<file path="config.mk">
export PLATFORM = sky130hd
export DESIGN_NAME = iidl_ctrl
export DESIGN_NICKNAME = d
export VERILOG_FILES = /design/src/indexed_insert_delete_list_core_macros.svh /design/src/iidl_pkg.sv /design/src/iidl_ctrl.sv
export SDC_FILE = /design/constraint.sdc
export NUM_CORES = 1
export LEC_CHECK = 0
export BUFFER_PORTS_ARGS = -buffer_cell sky130_fd_sc_hd__buf_2
export CAP_MARGIN = 20
export CORE_AREA = 2 2 39 41
export DETAILED_ROUTE_END_ITERATION = 6
export DIE_AREA = 0 0 41 43
export PLACE_DENSITY = 0.62
export SLEW_MARGIN = 20
export SYNTH_ARGS = -nofsm -noshare
export SYNTH_HDL_FRONTEND = slang
export SYNTH_SLANG_ARGS = --single-unit
</file>
<file path="constraint.sdc">
create_clock -name i_clk -period 2.9 [get_ports i_clk]
set_input_delay 0.435 -clock i_clk [delete_from_list [all_inputs] [get_ports i_clk]]
set_output_delay 0.435 -clock i_clk [all_outputs]
set_load 0.005 [all_outputs]
</file>
<file path="src/indexed_insert_delete_list_core_macros.svh">
// Assertion helpers used by the list core datapath.
`ifndef INDEXED_INSERT_DELETE_LIST_CORE_MACROS_SVH
`define INDEXED_INSERT_DELETE_LIST_CORE_MACROS_SVH

// Same-cycle implication, off while reset is low.
`define IIDL_ASSERT_IMP(label, clk, rst_n, ante, cons, msg) \
    label: assert property (@(posedge clk) disable iff (!rst_n) (ante) |-> (cons)) \
        else $error(msg);

// Next-cycle implication, off while reset is low.
`define IIDL_ASSERT_NXT(label, clk, rst_n, ante, cons, msg) \
    label: assert property (@(posedge clk) disable iff (!rst_n) (ante) |=> (cons)) \
        else $error(msg);

`endif

</file>
<file path="src/iidl_pkg.sv">
package iidl_pkg;

    // default sizes
    localparam int CAPACITY_DEF   = 128;
    localparam int ELEM_WIDTH_DEF = 32;

    // field widths
    localparam int OPC_W      = 3;
    localparam int POS_W      = 8;
    localparam int VAL_W      = 32;
    localparam int CNT_OUT_W  = 8;
    localparam int LIMIT_W    = 8;
    localparam int APB_DW     = 32;
    localparam int APB_AW     = 2;

    // stream packing
    localparam int IN_POS_LSB   = OPC_W;
    localparam int IN_VAL_LSB   = OPC_W + POS_W;
    localparam int IN_USED_W    = OPC_W + POS_W + VAL_W;
    localparam int TDATA_IN_W   = ((IN_USED_W + 7) / 8) * 8;
    localparam int OUT_USED_W   = 1 + VAL_W + CNT_OUT_W + 1 + 1;
    localparam int TDATA_OUT_W  = ((OUT_USED_W + 7) / 8) * 8;

    localparam logic [LIMIT_W-1:0] LIMIT_RESET = 8'd128;

    // register map
    localparam logic [APB_AW-1:0] ADDR_LIST_LIMIT = 2'd0;

    // opcodes
    localparam logic [OPC_W-1:0] OP_GET    = 3'd0;
    localparam logic [OPC_W-1:0] OP_SET    = 3'd1;
    localparam logic [OPC_W-1:0] OP_INSERT = 3'd2;
    localparam logic [OPC_W-1:0] OP_DELETE = 3'd3;
    localparam logic [OPC_W-1:0] OP_CLEAR  = 3'd4;

    // controller -> datapath
    typedef struct packed {
        logic load;
        logic rd_pos;
        logic wr_pos;
        logic shift_init;
        logic shift_step;
        logic cap_rd;
        logic ok_set;
        logic cnt_inc;
        logic cnt_dec;
        logic cnt_clr;
        logic resp;
    } t_cmd;

    // datapath -> controller
    typedef struct packed {
        logic [OPC_W-1:0] op;
        logic             legal;
        logic             busy;
        logic             out_free;
    } t_sts;

endpackage

</file>
<file path="src/iidl_ctrl.sv">
module iidl_ctrl (
    input  logic          i_clk,
    input  logic          i_rst_n,
    input  logic          i_in_valid,
    output logic          o_in_ready,
    input  iidl_pkg::t_sts i_sts,
    output iidl_pkg::t_cmd o_cmd
);

    import iidl_pkg::*;

    localparam logic [2:0] S_IDLE  = 3'd0;
    localparam logic [2:0] S_CHECK = 3'd1;
    localparam logic [2:0] S_CAP   = 3'd2;
    localparam logic [2:0] S_SHIFT = 3'd3;
    localparam logic [2:0] S_RESP  = 3'd4;

    logic [2:0] r_state;
    logic [2:0] n_state;

    always_comb begin
        n_state = r_state;
        o_cmd   = '0;
        unique case (r_state)
            S_IDLE: begin
                if (i_in_valid) begin
                    o_cmd.load = 1'b1;
                    n_state    = S_CHECK;
                end
            end
            S_CHECK: begin
                n_state = S_RESP;
                if (i_sts.legal) begin
                    o_cmd.ok_set = 1'b1;
                    unique case (i_sts.op)
                        OP_GET: begin
                            o_cmd.rd_pos = 1'b1;
                            n_state      = S_CAP;
                        end
                        OP_SET: begin
                            o_cmd.wr_pos = 1'b1;
                        end
                        OP_INSERT: begin
                            o_cmd.shift_init = 1'b1;
                            n_state          = S_SHIFT;
                        end
                        OP_DELETE: begin
                            o_cmd.rd_pos     = 1'b1;
                            o_cmd.shift_init = 1'b1;
                            n_state          = S_CAP;
                        end
                        OP_CLEAR: begin
                            o_cmd.cnt_clr = 1'b1;
                        end
                        default: begin
                            o_cmd.ok_set = 1'b0;
                        end
                    endcase
                end
            end
            S_CAP: begin
                o_cmd.cap_rd = 1'b1;
                n_state      = (i_sts.op == OP_DELETE) ? S_SHIFT : S_RESP;
            end
            S_SHIFT: begin
                if (i_sts.busy) begin
                    o_cmd.shift_step = 1'b1;
                end else begin
                    // move done: place the new value or drop the tail
                    if (i_sts.op == OP_INSERT) begin
                        o_cmd.wr_pos  = 1'b1;
                        o_cmd.cnt_inc = 1'b1;
                    end else begin
                        o_cmd.cnt_dec = 1'b1;
                    end
                    n_state = S_RESP;
                end
            end
            S_RESP: begin
                if (i_sts.out_free) begin
                    o_cmd.resp = 1'b1;
                    n_state    = S_IDLE;
                end
            end
            default: begin
                n_state = S_IDLE;
            end
        endcase
    end

    always_ff @(posedge i_clk) begin
        if (!i_rst_n) begin
            r_state <= S_IDLE;
        end else begin
            r_state <= n_state;
        end
    end

    assign o_in_ready = (r_state == S_IDLE);

endmodule

</file>
==> summary.md, run 1 <==
| Metric | Value |
|---|---|
| Status | completed |
| Crit share post-route | 65.0% |
| Vias in the first global route | 352 |
| Die Wd | 41 um |
| Worst path cell trace | inv_2 -> nor4_2 -> a31o_1 -> buf_2 |
| Starting Density | about a quarter |
| Synthesized area per cell | 7.38 um2 |
| Total grt overflow | 0 |
| Min Tclk post-route | 1890 ps |
| DRT iter0 DRCs | 11 |
| Buffers and inverters on the worst path | 2 |
| Biggest registers after layout | r_state (3) |
| DP Worst Slack | 1090 ps |
| Worst setup path class | flop to output port |
| Flop2flop setup slack | 1620 ps |
| Crit path largest cell delay | approximately 500 ps |
| Final setup fails | 0 |
| Mapped Cells | 48 |
| Pleak | 0.225 nW |
| Setup TNS | 0 ps |
| Post-synthesis mux area share | 0% |
| Pin count of the biggest net entering global routing | 13 |
| IO buf count | 20 |
| Measured slew at the worst slew-check pin | 362 ps |
| Top-count cell post-synth | nor3_1 |
| Routed WL | 882 um |
| Tot Pwr | 0.000180 W |
| Worst Path Required | 2470 ps |
| Drt drc | 0 |
| Area contributors post-synth | dfxtp_1, nor3b_1, nor3_1 |
| Biggest register | r_state |
| Post-synthesis sequential area ratio | 17.0% |
| CTS root buf | clkbuf_4 |
| WL/cell | slightly above 10 um |
| DR pass1 iterations | 3 |
| FF+latch area | 60.1 um2 |
| H-tree depth | 1 |
| Simple-Gate Fraction of Synth Area | about 47% |
| Cell taking the most area after synthesis | dfxtp_1 |
| Crit path DAT | 1450 ps |
| TritonCTS clock tree | built |
| Area of the multi-input gates | between 200 and 300 um2 |
| Via count | between 400 and 500 |
| Synth Area in XOR/XNOR | 0% |
| Die H | approximately 43 um |
| Max reg flops | 3 |
| #FFs+latches synth | 3 |
| Highest clock rate | 0.530 GHz |
| Pwr dens | 375 nW/um2 |
| Synth top area share | around 17% |
| Area growth, synth to finish | 35.7% |
| Total track usage | 11.5% |
| Slowest cell on the critical path | dfxtp_1 |
| Number of hold violations in the final report | 0 |
| Compound-cell area share of the yosys netlist | 26.1% |
| Gpl congestion | just under 0.7 |
| CP startpoint kind | flop |
| I/O pins | 21 |
| CTS Buf Count | 3 |
| Routed vias/inst | between 4 and 5 |
| # rows | 14 |
| Path category of the worst min-delay check | input pin to flop |
| Core area | 1380 um2 |
| Post-synth EDFFs | 0 |
| Final WS setup | 1010 ps |
| Main flop type after synthesis | dfxtp_1 |
| Fin nets | 79 |
| Fin. max-slew vios | 0 |
| Post-route ant nets | 0 |
| Peak supply drop | about 0.15 mV |
| Number of clock sinks | 3 |
| Cts hold-fix bufs | 0 |
| Finished Core Util | 34.7% |
| CTS resizes | 0 |
| Yosys cell types | 28 |
| Maximum fanout along the worst path | 10 |
| Final HPWL DP | 679 um |
| Clk_lat worst skew | 240 ps |
| Post-CTS Repair Setup Buffers | 0 |
| Synth Cell Area | 354 um2 |
| Ys async rst share | 0% |
| Worst Setup End Kind | output port |
| Clock slew at reported path FFs | 40 ps |
| Post-synthesis net count | 57 |
| Share of cells above drive strength 1 | 40.6% |
| Largest family of logic cells by synthesized area | simple AND/OR/NAND/NOR gates |
| Clock Path Buffers | 2 |
| Max-slew headroom | roughly three quarters |
| Die ar. | 1760 um2 |
| ANT cells | 0 |
| Initial antenna violation count | 0 |
| YS warnings | 0 |
| # fillers | 153 |
| First-pass GRT wire length | 1.38 mm |
| Max-Cap Viols | 0 |
| Adder-cell area share of the yosys netlist | 0% |
| Delay-heaviest family, CP | flip-flops |
| Layout Skew | approximately 1.2 ps |
| RSZ-0062 raised after global routing | false |
==> where the power goes <==
part	internal, W	switching (W)	total, W
clock network	0.0000517	0.0000244	0.0000762
registers	0.0000451	0.00000924	0.0000543
logic	0.0000255	0.0000243	0.0000498
==> per-stage QoR <==
| step | std cells | cell area, um2 | hold slack (ps) |
|---|---|---|---|
| 6_report | 85 | 480 | 468 |
| 5_1_grt | 85 | 480 | 476 |
| 4_1_cts | 85 | 480 | 464 |
| 3_5_place_dp | 81 | 454 | 716 |
| 3_3_place_gp | 81 | 454 | 712 |
| 2_1_floorplan | 48 | 354 | 571 |
==> cells in the final DEF (no fill, tap or decap), types with 2 or more instances in the layout <==
cell type  count
buf_2         20
nor3_1         4
nor3b_1        3
nor2b_1        3
nand2_1        3
inv_1          3
o21ai_0        3
clkbuf_4       3
dfxtp_1        3
a21oi_1        2
and2_1         2
a211oi_1       2
nor2_1         2
==> cell families (layout without fill, tap and decap cells) <==
kind of cell / count (synthesis) / after routing
DFF: 3 / 3
buffers and inverters: 7 / 28
and+or+nand+nor: 25 / 25
AOI/OAI and AO/OA: 13 / 13
==> metal layers <==
layer	share of wire (%)	GRT usage [%]
met2	42	15.9
met5	0	0
met3	8.5	3.14
met4	1.8	8.00
met1	47	14.7
==> worst register-to-register path, cell delays in order, from the launching register on <==
cell and delay (ps):
dfxtp_1 500, inv_2 70, nor4_2 350, o21ai_0 160, a21boi_1 130
==> final timing paths <==
check / start / to / cells after the start
worst max-delay path: r_state[0] / o_cmd[8] / 4
worst min-delay path: i_rst_n / r_state[0] / 3
worst max register to register: r_state[0] / r_state[1] / 4
worst min register to register: r_state[0] / r_state[1] / 4
==> cell type report <==
type | instances | share of cell area (%)
multi-input combinational | 38 | 53.9
timing repair buffer | 20 | 20.8
sequential | 3 | 12.5
clock buffer | 4 | 5.47
tap | 16 | 4.17
inverter | 4 | 3.12
(Power assumes the default switching activity.)
==> run 2, diff against run 1 <==
- PLACE_DENSITY: 0.62 -> 0.64
- clock period: 2.9 -> 1.7 ns (I/O delays scaled with it)
==> run 2 against run 1 <==
Against the previous run: design area grew 0.26%; largest power group unchanged; sequential power increased by 73%; utilization is 0.090 points higher; critical path type unchanged; sequential share of layout area is 0.23 points higher; die area stayed put; critical endpoint is now o_cmd[7].
==> summary.md, run 2 (same netlist as run 1, synthesis figures left out) <==
| Metric | Value |
|---|---|
| Status | completed |
| Drt drc | 0 |
| Pin count of the biggest net entering global routing | 13 |
| Post-route ant nets | 0 |
| Cts hold-fix bufs | 0 |
| Hold Path End | r_state[0] |
| Share of cells above drive strength 1 | a little over two fifths |
| Setup TNS | 0 ps |
| Routed vias/inst | 4.92 |
| DR pass1 iterations | 4 |
| Fin. max-slew vios | 0 |
| R2r worst-path depth | 4 |
| WHS Path Cells | 3 |
| RSZ-0062 raised after global routing | false |
| Area growth, synth to finish | 36.0% |
| Max-Cap Viols | 0 |
| Gpl congestion | 0.709 |
| Clock slew at reported path FFs | 30 ps |
| # fillers | approximately 150 |
| Most common cell after layout, fill and taps aside | buf_2 |
| Biggest registers after layout | r_state (3) |
| Core area | between 1000 and 1500 um2 |
| Final HPWL DP | 686 um |
| Initial antenna violation count | 0 |
| Number of clock sinks | 3 |
| Via count | 418 |
| ANT cells | 0 |
| WL/cell | 10.3 um |
| Worst Setup End Kind | output port |
| Max-slew headroom | 75.9% |
| Fin nets | 79 |
| Min Tclk post-route | 1570 ps |
| Die Wd | 41 um |
| Total grt overflow | 0 |
| Vias in the first global route | 343 |
| I/O pins | 21 |
| CTS root buf | clkbuf_4 |
| Layout Cells excl Fill | 85 |
| Total track usage | 10.3% |
| DRT iter0 DRCs | 15 |
| TritonCTS clock tree | built |
| H-tree depth | 1 |
| Highest clock rate | 0.635 GHz |
| Clock Path Buffers | 2 |
| Pleak | 0.225 nW |
| Biggest register | r_state |
| Path category of the worst min-delay check | input pin to flop |
| Number of hold violations in the final report | 0 |
| Layout Skew | 3.38 ps |
| CP startpoint kind | flop |
| Maximum fanout along the worst path | 10 |
| Reg2reg end | r_state[0] |
| Worst path cell trace | inv_2 -> nor4_2 -> and2_2 -> buf_2 |
| Crit path largest cell delay | between 400 and 500 ps |
| Most frequent cells in the layout | buf_2, nor3_1 |
| Starting Density | about 26% |
| Final setup fails | 0 |
| Crit share post-route | 92.6% |
| Crit path DAT | 1320 ps |
| Hold Path Origin | i_rst_n |
| Flop2flop setup slack | 440 ps |
| Dpl cells | between 80 and 90 |
| Die ar. | 1760 um2 |
| IO buf count | 20 |
| Peak supply drop | between 0.2 and 0.25 mV |
| Worst Path Required | 1440 ps |
| Die H | 43 um |
| Worst setup path class | flop to output port |
| Routed WL | 876 um |
| Max reg flops | 3 |
| Pwr dens | around 630 nW/um2 |
| CTS Buf Count | 3 |
| Clk_lat worst skew | 230 ps |
| Worst r2r src | r_state[2] |
| # rows | 14 |
| First-pass GRT wire length | 1.28 mm |
| Measured slew at the worst slew-check pin | 361 ps |
| Slowest cell on the critical path | dfxtp_2 |
## run 2: cell types whose count changed in the layout (fill, tap and decap cells not counted)
cell / previous run / this run
dfxtp_1: 3 / 2
dfxtp_2: 0 / 1
## run 2: final cells by class
type                       count  area (um2)  area share, %
clock buffer                   4        26.3           5.45
timing repair buffer          20         100           20.8
tap                           16        20.0           4.16
sequential                     3        61.3           12.7
multi-input combinational     38         259           53.8
inverter                       4        15.0           3.12
## run 2: how the worst max path moves through the flow
| stage | start | endpoint | slack (ps) |
|---|---|---|---|
| after global placement | i_sts[5] | o_cmd[8] | 270 |
| after detailed placement | i_sts[5] | o_cmd[8] | 250 |
| final | r_state[0] | o_cmd[7] | 130 |
| after CTS | r_state[0] | o_cmd[7] | 20 |
| after global routing | r_state[1] | o_cmd[1] | 40 |
| after floorplan | r_state[0] | o_cmd[8] | 470 |
## run 2: worst max-delay path: cells and delay by family (launching register included)
kind | cells | cell delay (ps)
DFF | 1 | 410
buffers and inverters | 2 | 160
and+or+nand+nor | 2 | 520
## run 2: repair_timing
item	4_1_cts	5_1_grt
gates resized for setup	0	1
endpoints found under the setup margin	0	3
buffers inserted	0	0
## run 2: through the flow
| stage | setup WS, ps | total power, W | hold slack (ps) | instance area (um2) | util [%] |
|---|---|---|---|---|---|
| global placement | 270 | 0.000178 | 531 | 454 | 32.8 |
| finish | 125 | 0.000302 | 292 | 482 | 34.8 |
| floorplan | 465 | 0.000147 | 391 | 354 | - |
| CTS | 16.9 | 0.000306 | 292 | 480 | 34.7 |
| global route | 38.2 | 0.000322 | 290 | 482 | 34.8 |
| detailed placement | 252 | 0.000179 | 533 | 454 | 32.8 |
## run 2: report_power, final
| group | switching [W] | total (W) | internal (W) | leakage [nW] |
|---|---|---|---|---|
| logic | 0.0000417 | 0.0000854 | 0.0000436 | 0.185 |
| registers | 0.0000161 | 0.0000939 | 0.0000778 | 0.0248 |
| clock network | 0.0000348 | 0.000123 | 0.0000878 | 0.0150 |
## run 2: layer usage
| metal | track usage, % | share of wire, % |
|---|---|---|
| met2 | 15.9 | 45 |
| met3 | 1.57 | 6.3 |
| met4 | 6.00 | 0 |
| met1 | 12.8 | 49 |
| met5 | 0 | 0 |
==> run 3, diff against run 2 <==
- BUFFER_PORTS_ARGS: -buffer_cell sky130_fd_sc_hd__buf_2 -> -buffer_cell sky130_fd_sc_hd__buf_4
==> run 3 against run 2 <==
Against the previous run: non-clock buffer count is the same; register-to-register slack lost 20 ps; critical path type unchanged; sequential share of layout area shrank 0.78 points; count of clock-buffer cells in the layout is the same; via count grew 2.6%; setup slack lost 12 ps; critical path depth shrank 1; clock skew shrank 1.6 ps; sequential power is essentially flat; final cell count is the same; clock power is essentially flat; hold slack lost 5.2 ps.
==> summary.md, run 3 (same netlist as run 1, synthesis figures left out) <==
| Metric | Value |
|---|---|
| Layout Skew | 1.75 ps |
| Biggest register | r_state |
| Peak supply drop | around 0.44 mV |
| Pwr dens | 592 nW/um2 |
| Most frequent cells in the layout | buf_4, nor3_1 |
| Die Wd | 41 um |
| Critical Path Start | r_state[1] |
| ANT cells | 0 |
| Fin nets | 79 |
| Die ar. | 1760 um2 |
| Worst setup path class | flop to output port |
| Finished Core Util | roughly 39% |
| RSZ-0062 raised after global routing | false |
| Biggest registers after layout | r_state (3) |
| Routed vias/inst | between 5 and 6 |
| Worst Setup End Kind | output port |
| Most common cell after layout, fill and taps aside | buf_4 |
| FF+latch area | 63.8 um2 |
| Core area | ~1400 um2 |
| Crit. path cell count | 3 |
| Starting Density | roughly a quarter |
| DRT iter0 DRCs | 10 |
| Clock Path Buffers | 2 |
| Path category of the worst min-delay check | input pin to flop |
| Clk_lat worst skew | 230 ps |
| Highest clock rate | 0.630 GHz |
| H-tree depth | 1 |
| Delay-heaviest family, CP | simple AND/OR/NAND/NOR gates |
| Total grt overflow | 0 |
| Hold WS | 287 ps |
| Die H | 43 um |
| Max-Cap Viols | 0 |
| Maximum fanout along the worst path | 12 |
| Pleak | 0.233 nW |
| Total track usage | around 12% |
| Routed WL | 935 um |
| Flop2flop setup slack | 420 ps |
| I/O pins | 21 |
| Max reg flops | 3 |
| Initial antenna violation count | 0 |
| Number of hold violations in the final report | 0 |
| Measured slew at the worst slew-check pin | 366 ps |
| Via count | 429 |
| CTS Buf Count | 3 |
| Setup TNS | 0 ps |
| Slowest cell on the critical path | dfxtp_1 |
| Final HPWL DP | 722 um |
| CP startpoint kind | flop |
| IO buf count | 20 |
| Status | completed |
| Crit path DAT | about 1300 ps |
| First-pass GRT wire length | 1.46 mm |
| Area growth, synth to finish | 50.9% |
| Pin count of the biggest net entering global routing | 13 |
| WL/cell | 11.0 um |
| Crit path largest cell delay | 410 ps |
| Share of cells above drive strength 1 | a little over two fifths |
| DR pass1 iterations | 4 |
| Worst path cell trace | nand4bb_1 -> nor3_1 -> buf_4 |
| Number of clock sinks | 3 |
| Fin. max-slew vios | 0 |
| Clock slew at reported path FFs | roughly 40 ps |
| Crit path capture | o_cmd[1] |
| CTS root buf | clkbuf_4 |
| # rows | 14 |
| Post-route ant nets | 0 |
| Final setup fails | 0 |
| Worst Path Required | about 1400 ps |
| R2r worst-path depth | 4 |
| Area of the multi-input gates | between 200 and 300 um2 |
| # fillers | 140 |
| Gpl congestion | 0.666 |
| Crit share post-route | ~93% |
| TritonCTS clock tree | built |
| Min Tclk post-route | around 1600 ps |
| Drt drc | 0 |
| Worst r2r src | r_state[1] |
| Reg2reg end | r_state[0] |
| Vias in the first global route | between 300 and 400 |
| Buffers and inverters on the worst path | 1 |
| Max-slew headroom | 75.5% |
-- run 3: what timing repair did --
| item | in CTS | in global routing |
|---|---|---|
| gates cloned | 0 | 0 |
| setup endpoints to repair | 2 | 2 |
| setup buffers | 0 | 0 |
| hold buffers | 0 | 0 |
| resized for setup | 1 | 1 |
-- run 3: layout make-up --
cell class / instances / share of cell area (%)
well taps: 16 / 3.75
flip-flops and latches: 3 / 11.9
multi-input cells: 38 / 48.5
clock buffers: 4 / 4.92
repair buffers: 20 / 28.1
inverters: 4 / 2.81
-- run 3: worst min path at each step --
stage	start	end	slack [ps]	cells past startpoint
6_report	i_rst_n	r_state[2]	290	2
5_1_grt	i_rst_n	r_state[2]	290	2
4_1_cts	i_rst_n	r_state[2]	280	2
3_5_place_dp	i_rst_n	r_state[2]	530	2
3_3_place_gp	i_rst_n	r_state[2]	530	2
2_1_floorplan	i_rst_n	r_state[0]	390	2
-- run 3: stage by stage --
step	total power (W)	instance area, um2	std cells	setup WS, ps
finish	0.000316	534	85	113
global placement	0.000191	504	81	246
global route	0.000348	534	85	3.79
floorplan	0.000147	354	48	465
CTS	0.000322	532	85	96.0
detailed placement	0.000193	504	81	236
-- run 3: report_power, final --
part	total [W]	leakage [nW]	internal, W	switching (W)
sequential	0.0000941	0.0251	0.0000781	0.0000159
clock	0.000124	0.0150	0.0000879	0.0000360
combinational	0.0000984	0.193	0.0000558	0.0000426
-- run 3: metal layers --
layer  GRT usage [%]  vias to the layer above  routed length [um]
met5               0                        -                   0
met4            4.00                        0                   0
met3            6.28                        0                  83
met2            18.1                       18                 427
met1            14.7                      191                 424
li1                -                      220                   -
